File: config.mk
export PLATFORM = sky130hd
export DESIGN_NAME = hng_fifo
export DESIGN_NICKNAME = d
export VERILOG_FILES = /design/src/hng_fifo.sv
export SDC_FILE = /design/constraint.sdc
export NUM_CORES = 1
export LEC_CHECK = 0
export ABC_AREA = 1
export BUFFER_PORTS_ARGS = -buffer_cell sky130_fd_sc_hd__buf_2
export CORE_ASPECT_RATIO = 0.9
export CORE_UTILIZATION = 50
export DETAILED_ROUTE_END_ITERATION = 10
export PLACE_DENSITY = 0.73
export SLEW_MARGIN = 40
export SYNTH_ARGS = -nofsm -noshare
export SYNTH_HDL_FRONTEND = slang
export SYNTH_SLANG_ARGS = --single-unit
File: constraint.sdc
create_clock -name clk_i -period 3 [get_ports clk_i]
set_input_delay 0.9 -clock clk_i [delete_from_list [all_inputs] [get_ports clk_i]]
set_output_delay 0.9 -clock clk_i [all_outputs]
set_load 0.02 [all_outputs]
File: src/hng_fifo.sv
module hng_fifo #(
  parameter int W     = 8,
  parameter int DEPTH = 4
) (
  input  logic         clk_i,
  input  logic         rst_ni,
  input  logic         push_i,
  input  logic [W-1:0] data_i,
  input  logic         pop_i,
  output logic [W-1:0] data_o,
  output logic         full_o,
  output logic         empty_o
);

  localparam int AW = (DEPTH > 1) ? $clog2(DEPTH) : 1;
  localparam int CNW = $clog2(DEPTH + 1);

  logic [W-1:0]   slot_q [DEPTH];
  logic [AW-1:0]  wr_q, rd_q;
  logic [CNW-1:0] cnt_q;

  assign full_o  = (cnt_q == CNW'(DEPTH));
  assign empty_o = (cnt_q == '0);
  assign data_o  = slot_q[rd_q];

  always_ff @(posedge clk_i) begin
    if (push_i) slot_q[wr_q] <= data_i;
  end

  always_ff @(posedge clk_i or negedge rst_ni) begin
    if (!rst_ni) begin
      wr_q  <= '0;
      rd_q  <= '0;
      cnt_q <= '0;
    end else begin
      if (push_i) wr_q <= (wr_q == AW'(DEPTH - 1)) ? '0 : wr_q + AW'(1);
      if (pop_i)  rd_q <= (rd_q == AW'(DEPTH - 1)) ? '0 : rd_q + AW'(1);
      if (push_i && !pop_i)      cnt_q <= cnt_q + CNW'(1);
      else if (pop_i && !push_i) cnt_q <= cnt_q - CNW'(1);
    end
  end

endmodule

Yosys cells after proc, flatten, opt, wreduce, memory -nomap -nowiden
Memories as Yosys holds them, arrays and structs flattened.
Index checks and enable logic that the tools add are counted.
{"block": "totals", "ramBits": 32, "regBits": 7, "memories": 1, "inputBits": 12}
{"name": "slot_q", "words": 4, "width": 8, "read_ports": 1, "rd_ports_with_merged_regs": 0, "wr": 1, "line_no": "18", "rtl": "logic [W-1:0] slot_q [DEPTH];"}
{"block": "classes", "n_eq_ne": 3, "n_reduce_logical": 6, "muxes": 6, "addsub": 4}
{"op": "2-to-1 mux 3 bit", "n": 2}
{"op": "adder 2 x 1 -> 2 bit, second input constant", "n": 2}
{"op": "== test 2 bit, second input constant", "n": 2}
{"op": "2-to-1 mux 2 bit", "n": 2}
{"op": "adder 3 x 1 -> 3 bit, second input constant", "n": 1}
{"op": "== test 3 bit, second input constant", "n": 1}
{"op": "logical NOT 3 bit", "n": 1}
{"op": "subtractor 3 x 1 -> 3 bit, second input constant", "n": 1}
{"op": "logical AND 1 bit", "n": 2}
{"op": "logical NOT 1 bit", "n": 2}
{"op": "2-to-1 mux 1 bit", "n": 2}
{"op": "nonzero test 2 bit", "n": 1}

Longest topological paths before layout
Gate-level depths: netlist (run 1).
{"block": "depth", "word_depth": 4, "mapped_depth": 9, "depth_no_buf": 9}

Worst setup path after synthesis (run 1)
Ideal clock, no wire load.
{"block": "synth_timing", "kind": "input to register", "start": "input port pop_i", "end": "register cnt_q[2]", "path_slack_ps": 1141, "setup_time_ps": 117, "cell_stages": 8, "path_buffers": 0, "arrival_time_ps": 1742, "path_cell_list": "inv_1 -> ha_1 -> inv_1 -> fa_1 -> nand2_1 -> nand3_1 -> nand2_1 -> nand2_1"}
{"block": "synth_via", "elab_chain_cells": 3}
{"item": "from (decl)", "line_no": "9", "rtl": "input logic pop_i,"}
{"item": "logical NOT 1 bit", "line_no": "38", "rtl": "if (push_i && !pop_i) cnt_q <= cnt_q + CNW'(1);"}
{"item": "logical AND 1 bit", "line_no": "38"}
{"item": "2-to-1 mux 3 bit or nonzero test 2 bit (tied branches)"}
{"item": "to (signal assigned)", "line_no": "38"}
{"item": "to (signal assigned)", "line_no": "39", "rtl": "else if (pop_i && !push_i) cnt_q <= cnt_q - CNW'(1);"}
{"item": "to (decl)", "line_no": "20", "rtl": "logic [CNW-1:0] cnt_q;"}
Several ways; a longest one is shown, not always the timed one.
A chain may end at the register's enable or synchronous reset.

Final worst setup path (run 1)
{"block": "layout_timing", "start": "register rd_q[0]", "end": "output port data_o[4]"}
{"block": "layout_via", "elab_chain_cells": 1}
{"item": "from (decl)", "line_no": "19", "rtl": "logic [AW-1:0] wr_q, rd_q;"}
{"item": "from (signal assigned)", "line_no": "37", "rtl": "if (pop_i) rd_q <= (rd_q == AW'(DEPTH - 1)) ? '0 : rd_q + AW'(1);"}
{"item": "memory read (4 x 8 bit)"}
{"item": "to (decl)", "line_no": "10", "rtl": "output logic [W-1:0] data_o,"}
No other way between the ends.

==> results.toml, run 1 <==
[floorplan]
fp.dieH_um = 57.37
initial_core_util = 0.5427
fp.coreArea_mm2 = 0.003138
boundaryPins = 22
dieArea_mm2 = 0.003644
rows = 19
die_width_um = 63.52

[run]
max-cap-violations = 0

[global_routing]
grt_max_degree = 34
met2_usage = 0.2964
grt_use_met1 = 0.2107
grt_pass1_vias = 1042
busiest_layer = "met2"
grt_use_met3 = 0.06800
grt_pass1_wl_um = 4733
track_usage = 0.1783
antenna_found_initial = 0
gr-total-overflow = 0

[timing]
rsz0062_at_grt = "no"
fmax_ghz = 0.4136
post-route-min-period_ps = 2418
tns_ps = 0
slew-limit-headroom = 0.6761
worst_clock_skew_ps = 6.674
hold_viol = 0
period_share = 0.8058
drv_slew = 0
worst_slew_pin_slew_ps = 485.2
setup_viol = 0

[worst_setup_path]
required_ps = 2100
slowest_delay_ps = 400
crit_top_cell = "nand2_1"
path_class = "register to output port"
cp_max_fo = 33
reg2reg_slack_ps = 1640
critPathCaptureType = "output port"
path_cells = "inv_2, nand2_1, o211ai_1, nand2_1, buf_2"
arrival_ps = 1520
timing.critical_path.from_type = "register"
crit_slowest_cell = "dfrtp_1"

[clocking]
ctsRootBufferMaster = "clkbuf_8"
h-tree-depth = 2
cts_buffers = 5
clk-insertion-delay-late_ps = 280
cts_setup_buffers = 0
ctsHoldBuffers = 0
cts_num_sinks = 39
cts_tree = "built"
post_cts_resized = 0
cts_max_path_buffers = 2
clk_pin_slew_ps = 70

[placement]
io_buffers = 21
place_congestion = 0.7180
dp_hpwl_um = 2010

[logic_synthesis]
yosysWarningCount = 0
synth-edff-count = 32
ys_types = 17
synthTopCellsByArea = "edfxtp_1 56%, dfrtp_1 10%, nand2_1 8.4%"
yosysTopAreaCell = "edfxtp_1"
async_reset_ff_frac = 0.1795
ys.flop_type = "edfxtp_1"
post-synth-top-count-cell = "nand2_1"
syn_inst = 144
ys_top_cells_by_count = "38 x nand2_1, 32 x edfxtp_1, 27 x inv_1"
yosysTopAreaCellShare = 0.5643
avgSynthCellArea_um2 = 11.83
syn_area_mm2 = 0.001703
ys_ff_latch = 39
ys_seq_area_frac = 0.6672
syn_nets = 163

[power_and_ir_drop]
power.density_mw_per_mm2 = 914.3
swShare = 0.3782
power_leakage_nw = 0.8577
share_comb_of_total_power = 0.346
switchingPower_w = 0.0006584
intPower_w = 0.001083
pwr-share-seq = 0.463
vdd_drop_max_mv = 0.5487
power.share.clock = 0.192

[route]
ant_nets = 0
routed_wirelength_um = 2814
routedWlPerCell_um = 13.34
drc_errors = 0
vias = 1035
drt_iter0_drc = 62
drt_pass1_iterations = 4
avgViaCountPerCell = 4.905

[final_layout]
synthToLayoutAreaGrowth_pct = 11.83
layout.nets = 187
num_antenna_cells = 0
drive_gt1_frac = 0.1775
fin_util = 0.6069

[worst_hold_path]
hp-class = "input port to async pin"

[run_status]
status = "finished clean"
## flip-flops by register name, indices dropped and copies added, names as in the netlist
name	flops
slot_q	32
cnt_q	3
rd_q	2
wr_q	2
## cell type report
cell class,count,area [um2]
clock inverter,2,12.51
multi-input combinational,72,416.7
clock buffer,6,72.57
sequential,39,1136
timing repair buffer,21,105.1
fill,274,1234
inverter,29,108.9
tap,42,52.55
## cell usage in the layout, fill, tap and decap left out
cell type   count
nand2_1        38
edfxtp_1       32
inv_1          27
buf_2          21
o211ai_1       16
dfrtp_1         7
ha_1            6
clkbuf_8        5
o21ai_0         4
inv_2           2
nor3_1          2
xnor2_1         1
a21oi_1         1
nor2_1          1
nand3_1         1
nand4_1         1
fa_1            1
clkinvlp_4      1
clkinv_2        1
clkbuf_1        1
## critical path: cells and delay by family (launching register included)
family | cells | cell delay, ps
buffers and inverters | 2 | 530
DFF | 1 | 400
and+or+nand+nor | 2 | 180
AOI/OAI and AO/OA | 1 | 120
## cell families after synthesis
group                      share of synthesized area
buffers and inverters                        0.08817
and+or+nand+nor                              0.09846
AOI/OAI and AO/OA                            0.08523
DFF                                           0.6672
xor gates and xnor gates                    0.005144
adders and majority gates                    0.05584
## per-stage QoR
stage                     cells  area, um2  setup WS, ps  power (W)  hold WS (ps)
final                       211       1904         582.5   0.001741         444.2
after global routing        211       1904         412.0   0.001867         432.4
after CTS                   211       1904         541.8   0.001762         439.6
after detailed placement    203       1819         854.1   0.001431         496.3
after global placement      203       1819         945.7   0.001381         478.2
after floorplan             144       1703          1141   0.001264         463.6
## path summary, 6_finish.rpt
check | cells past startpoint | start | endpoint
worst max-delay path | 5 | rd_q[0] | data_o[4]
worst min-delay path | 1 | rst_ni | cnt_q[0]
worst max register to register | 4 | wr_q[0] | slot_q[0][2]
worst min register to register | 2 | cnt_q[2] | cnt_q[2]
max in group asynchronous | 1 | rst_ni | rd_q[1]
min in group clk_i | 2 | cnt_q[2] | cnt_q[2]
## power by group through the flow
stage	registers, W	clock network (W)	logic, W
after floorplan	0.000779	0	0.000485
after global placement	0.000808	0	0.000573
after detailed placement	0.000818	0	0.000613
after CTS	0.000806	0.000339	0.000616
after global routing	0.000823	0.000362	0.000682
final	0.000805	0.000334	0.000602
## layer usage
layer  wire length [um]  vias to the layer above
met5                  0                        -
met4                 28                        0
met3                134                        4
met2               1430                       22
met1               1221                      481
li1                   -                      528
Power figures use the tool's default switching activity.
==> inputs of run 2 (changes only) <==
Settings changed: PLACE_DENSITY 0.73 to 0.75.
Clock period 3 ns to 2.1 ns, I/O delays scaled along.
==> run 2 against run 1 <==
  * Sequential cell count stayed put
  * Sequential power is 43% higher
  * Design area is 0.99% higher
  * Global-route usage is 0.19 points lower
  * Total power is 44% higher
  * First-iteration DRC count is 24% higher
  * Clock-buffer cell count is 1 lower
  * Highest routed layer unchanged
==> results.toml, run 2 (synthesis results as in run 1) <==
[run_status]
status = "finished clean"

[worst_hold_path]
hp-class = "input port to async pin"

[global_routing]
grt_pass1_vias = 1030
grt_max_degree = 34
grt_pass1_wl_um = 4554
antenna_found_initial = 0
gr-total-overflow = 0
track_usage = 0.1764

[clocking]
clk_pin_slew_ps = 70
cts_max_path_buffers = 2
cts_buffers = 5
ctsRootBufferMaster = "clkbuf_8"
clk-insertion-delay-late_ps = 290
ctsHoldBuffers = 0
cts_num_sinks = 39
cts_tree = "built"
cts_setup_buffers = 0
h-tree-depth = 2

[placement]
place_congestion = 0.6738
io_buffers = 21
dp_hpwl_um = 1904

[power_and_ir_drop]
share_comb_of_total_power = 0.353
intPower_w = 0.001558
switchingPower_w = 0.0009508
power_leakage_nw = 0.8721
swShare = 0.3789
power.density_mw_per_mm2 = 1305
power.share.clock = 0.188
pwr-share-seq = 0.458
vdd_drop_max_mv = 0.7962

[final_layout]
num_antenna_cells = 0
layout.nets = 189
fin_util = 0.6128
top_register = "slot_q"
layout_common_cells = "38 x nand2_1, 32 x edfxtp_1, 27 x inv_1, 21 x buf_2, 16 x o211ai_1"
layout_commonest_cell = "nand2_1"
drive_gt1_frac = 0.1988
synthToLayoutAreaGrowth_pct = 12.93
largest_register_ffs = 32
reg_top3 = "slot_q (32), cnt_q (3)"

[floorplan]
initial_core_util = 0.5427
fp.dieH_um = 57.37
dieArea_mm2 = 0.003644
rows = 19
fp.coreArea_mm2 = 0.003138
boundaryPins = 22
die_width_um = 63.52

[timing]
period_share = 0.9345
worst_slew_pin_slew_ps = 373.5
tns_ps = 0
fmax_ghz = 0.5096
slew-limit-headroom = 0.7507
worst_clock_skew_ps = 3.366
rsz0062_at_grt = "no"
drv_slew = 0
hold_viol = 0
setup_viol = 0
worst_hold_slack_ps = 161.6
post-route-min-period_ps = 1962

[worst_setup_path]
path_class = "register to output port"
critPathCaptureType = "output port"
required_ps = 1470
arrival_ps = 1330
timing.critical_path.from_type = "register"
cp_max_fo = 17

[run]
max-cap-violations = 0

[route]
ant_nets = 0
drt_iter0_drc = 77
avgViaCountPerCell = 4.967
drc_errors = 0
vias = 1058
routed_wirelength_um = 2760
drt_pass1_iterations = 4
routedWlPerCell_um = 12.96
run 2: through the flow:
stage	cells	total power, W	area (um2)	setup slack [ps]
final	213	0.002509	1923	137.7
after global routing	213	0.002707	1923	34.64
after CTS	212	0.002515	1913	36.70
after detailed placement	204	0.002045	1827	205.3
after global placement	204	0.001982	1827	308.1
after floorplan	144	0.001806	1703	510.6
run 2: cell type report:
type	count	area, um2
repair buffers	22	112.6
well taps	42	52.55
clock buffers	5	68.82
flip-flops and latches	39	1137
inverters	29	113.9
fillers	260	1215
multi-input cells	72	416.7
clock inverters	3	15.01
repair inverters	1	6.256
run 2: per-layer routing:
metal	track usage	share of wire	vias up
met5	0	0	-
met4	0.06818	0.014	0
met3	0.06200	0.056	6
met2	0.2948	0.49	25
met1	0.2105	0.44	498
li1	-	-	529
run 2: path summary, 6_finish.rpt:
check	startpoint	endpoint	slack, ps	cells after the start
worst max register to register	wr_q[1]	slot_q[1][5]	750	4
max in group asynchronous	rst_ni	rd_q[0]	1770	1
worst min register to register	cnt_q[2]	cnt_q[2]	510	2
worst min-delay path	rst_ni	rd_q[1]	160	1
min in group clk_i	cnt_q[2]	cnt_q[2]	510	2
worst max-delay path	rd_q[0]	data_o[6]	140	4
run 2: critical path, cell delays in order (launching register included):
cell	delay, ps
dfrtp_2	440
clkinv_4	150
o211ai_1	210
nand2_1	70
buf_2	160
run 2: power by group through the flow:
| stage | combinational (W) | sequential (W) | clock [W] |
|---|---|---|---|
| after floorplan | 0.000693 | 0.00111 | 0 |
| after global placement | 0.000838 | 0.00114 | 0 |
| after detailed placement | 0.000887 | 0.00116 | 0 |
| after CTS | 0.000890 | 0.00114 | 0.000481 |
| after global routing | 0.00102 | 0.00117 | 0.000519 |
| final | 0.000887 | 0.00115 | 0.000472 |
run 2: what timing repair did:
action                                  in CTS  in global routing
endpoints found under the setup margin       8                  8
cloned                                       0                  1
resized for setup                            1                  4
==> inputs of run 3 (changes only) <==
Settings changed: BUFFER_PORTS_ARGS -buffer_cell sky130_fd_sc_hd__buf_2 to -buffer_cell sky130_fd_sc_hd__buf_4, REMOVE_ABC_BUFFERS set to 1.
==> run 3 against run 2 <==
  * Design area rose by 2.6%
  * Sequential cell count unchanged
  * Clock power decreased by 0.8%
==> results.toml, run 3 (synthesis results as in run 1) <==
[worst_setup_path]
reg2reg_from = "wr_q[0]"
required_ps = 1470
reg2reg_slack_ps = 730
startpoint = "rd_q[0]"
r2r-end = "slot_q[2][3]"
cp_max_fo = 16
arrival_ps = 1350
critPathCaptureType = "output port"
timing.critical_path.from_type = "register"
endpoint = "data_o[6]"
reg2reg_depth = 4
path_class = "register to output port"

[timing]
post-route-min-period_ps = 1975
slew-limit-headroom = 0.7349
layout_setup_ws_ps = 124.6
worst_slew_pin_slew_ps = 397.2
hold_viol = 0
drv_slew = 0
setup_viol = 0
tns_ps = 0
rsz0062_at_grt = "no"
period_share = 0.9406
fmax_ghz = 0.5062
worst_clock_skew_ps = 2.879

[route]
drt_pass1_iterations = 4
ant_nets = 0
drt_iter0_drc = 30
routedWlPerCell_um = 13.59
routed_wirelength_um = 2895
avgViaCountPerCell = 5.080
drc_errors = 0
vias = 1082

[clocking]
ctsRootBufferMaster = "clkbuf_8"
cts_tree = "built"
ctsHoldBuffers = 0
cts_max_path_buffers = 2
clk_pin_slew_ps = 70
clk-insertion-delay-late_ps = 290
cts_num_sinks = 39
h-tree-depth = 2
cts_buffers = 5

[final_layout]
drive_gt1_frac = 0.1871
fin_util = 0.6288
top_register = "slot_q"
layout.nets = 189
num_antenna_cells = 0
largest_register_ffs = 32
layout_common_cells = "38 x nand2_1, 32 x edfxtp_1, 27 x inv_1, 22 x buf_4, 16 x o211ai_1"
layout_commonest_cell = "nand2_1"
synthToLayoutAreaGrowth_pct = 15.87
fill_cells = 257
reg_top3 = "slot_q (32), cnt_q (3)"

[global_routing]
gr-total-overflow = 0
grt_pass1_wl_um = 4595
antenna_found_initial = 0
track_usage = 0.1755
grt_pass1_vias = 1042
grt_max_degree = 34

[power_and_ir_drop]
power.density_mw_per_mm2 = 1318
power_leakage_nw = 0.8832
vdd_drop_max_mv = 0.6860

[run]
max-cap-violations = 0

[placement]
io_buffers = 21
place_congestion = 0.7768
dp_hpwl_um = 1933
pre_cts_slack_ps = 249.6

[floorplan]
rows = 19
fp.dieH_um = 57.37
dieArea_mm2 = 0.003644
fp.coreArea_mm2 = 0.003138
die_width_um = 63.52
boundaryPins = 22
initial_core_util = 0.5427

[run_status]
status = "finished clean"

[worst_hold_path]
hp-class = "input port to async pin"
run 3: changes by cell type in the layout (fill, tap and decap cells not counted), sizes merged:
cell / change
clkinv: -2
clkbuf: +2
run 3: stage by stage:
stage / std cells / instance area (um2) / power (W) / hold WS, ps
floorplan: 140 / 1662 / 0.001741 / 334.4
global placement: 204 / 1879 / 0.002069 / 447.9
detailed placement: 204 / 1879 / 0.002131 / 448.8
CTS: 212 / 1963 / 0.002603 / 135.9
global route: 213 / 1973 / 0.002787 / 134.7
finish: 213 / 1973 / 0.002601 / 144.5
run 3: worst min-delay path by stage:
stage | from | endpoint | slack, ps | cells after the start
floorplan | rst_ni | cnt_q[0] | 330 | 0
global placement | rst_ni | wr_q[0] | 450 | 1
detailed placement | rst_ni | wr_q[0] | 450 | 1
CTS | rst_ni | wr_q[0] | 140 | 1
global route | rst_ni | wr_q[0] | 130 | 1
finish | rst_ni | cnt_q[1] | 140 | 1
run 3: layout make-up:
| cell class | count | area [um2] | share of cell area |
|---|---|---|---|
| clock buffer | 7 | 76.32 | 0.03868 |
| clock inverter | 1 | 5.005 | 0.002536 |
| inverter | 29 | 113.9 | 0.05770 |
| multi-input combinational | 72 | 416.7 | 0.2112 |
| sequential | 39 | 1137 | 0.5764 |
| tap | 42 | 52.55 | 0.02663 |
| timing repair buffer | 22 | 165.2 | 0.08370 |
| timing repair inverter | 1 | 6.256 | 0.003171 |
run 3: layer usage:
layer,global-route usage,routed length (um)
met1,0.1981,1213
met2,0.3070,1532
met3,0.05400,122
met4,0.07792,26
met5,0,0
run 3: where the power goes:
part	switching (W)	total (W)	internal, W
combinational	0.000611	0.000987	0.000376
clock	0.000235	0.000468	0.000233
sequential	0.000116	0.00115	0.00103
total	0.000962	0.00260	0.00164
run 3: worst max-delay path, stage by stage (launching register included):
cell,delay (ps)
dfrtp_2,460
inv_4,160
nand2_1,90
o211ai_1,90
nand2_1,90
buf_4,160
run 3: what timing repair did:
action	in CTS	in global routing
endpoints found under the setup margin	8	8
setup buffers	0	0
cloned	0	1
endpoints found under the hold margin	0	0
resized for setup	1	4
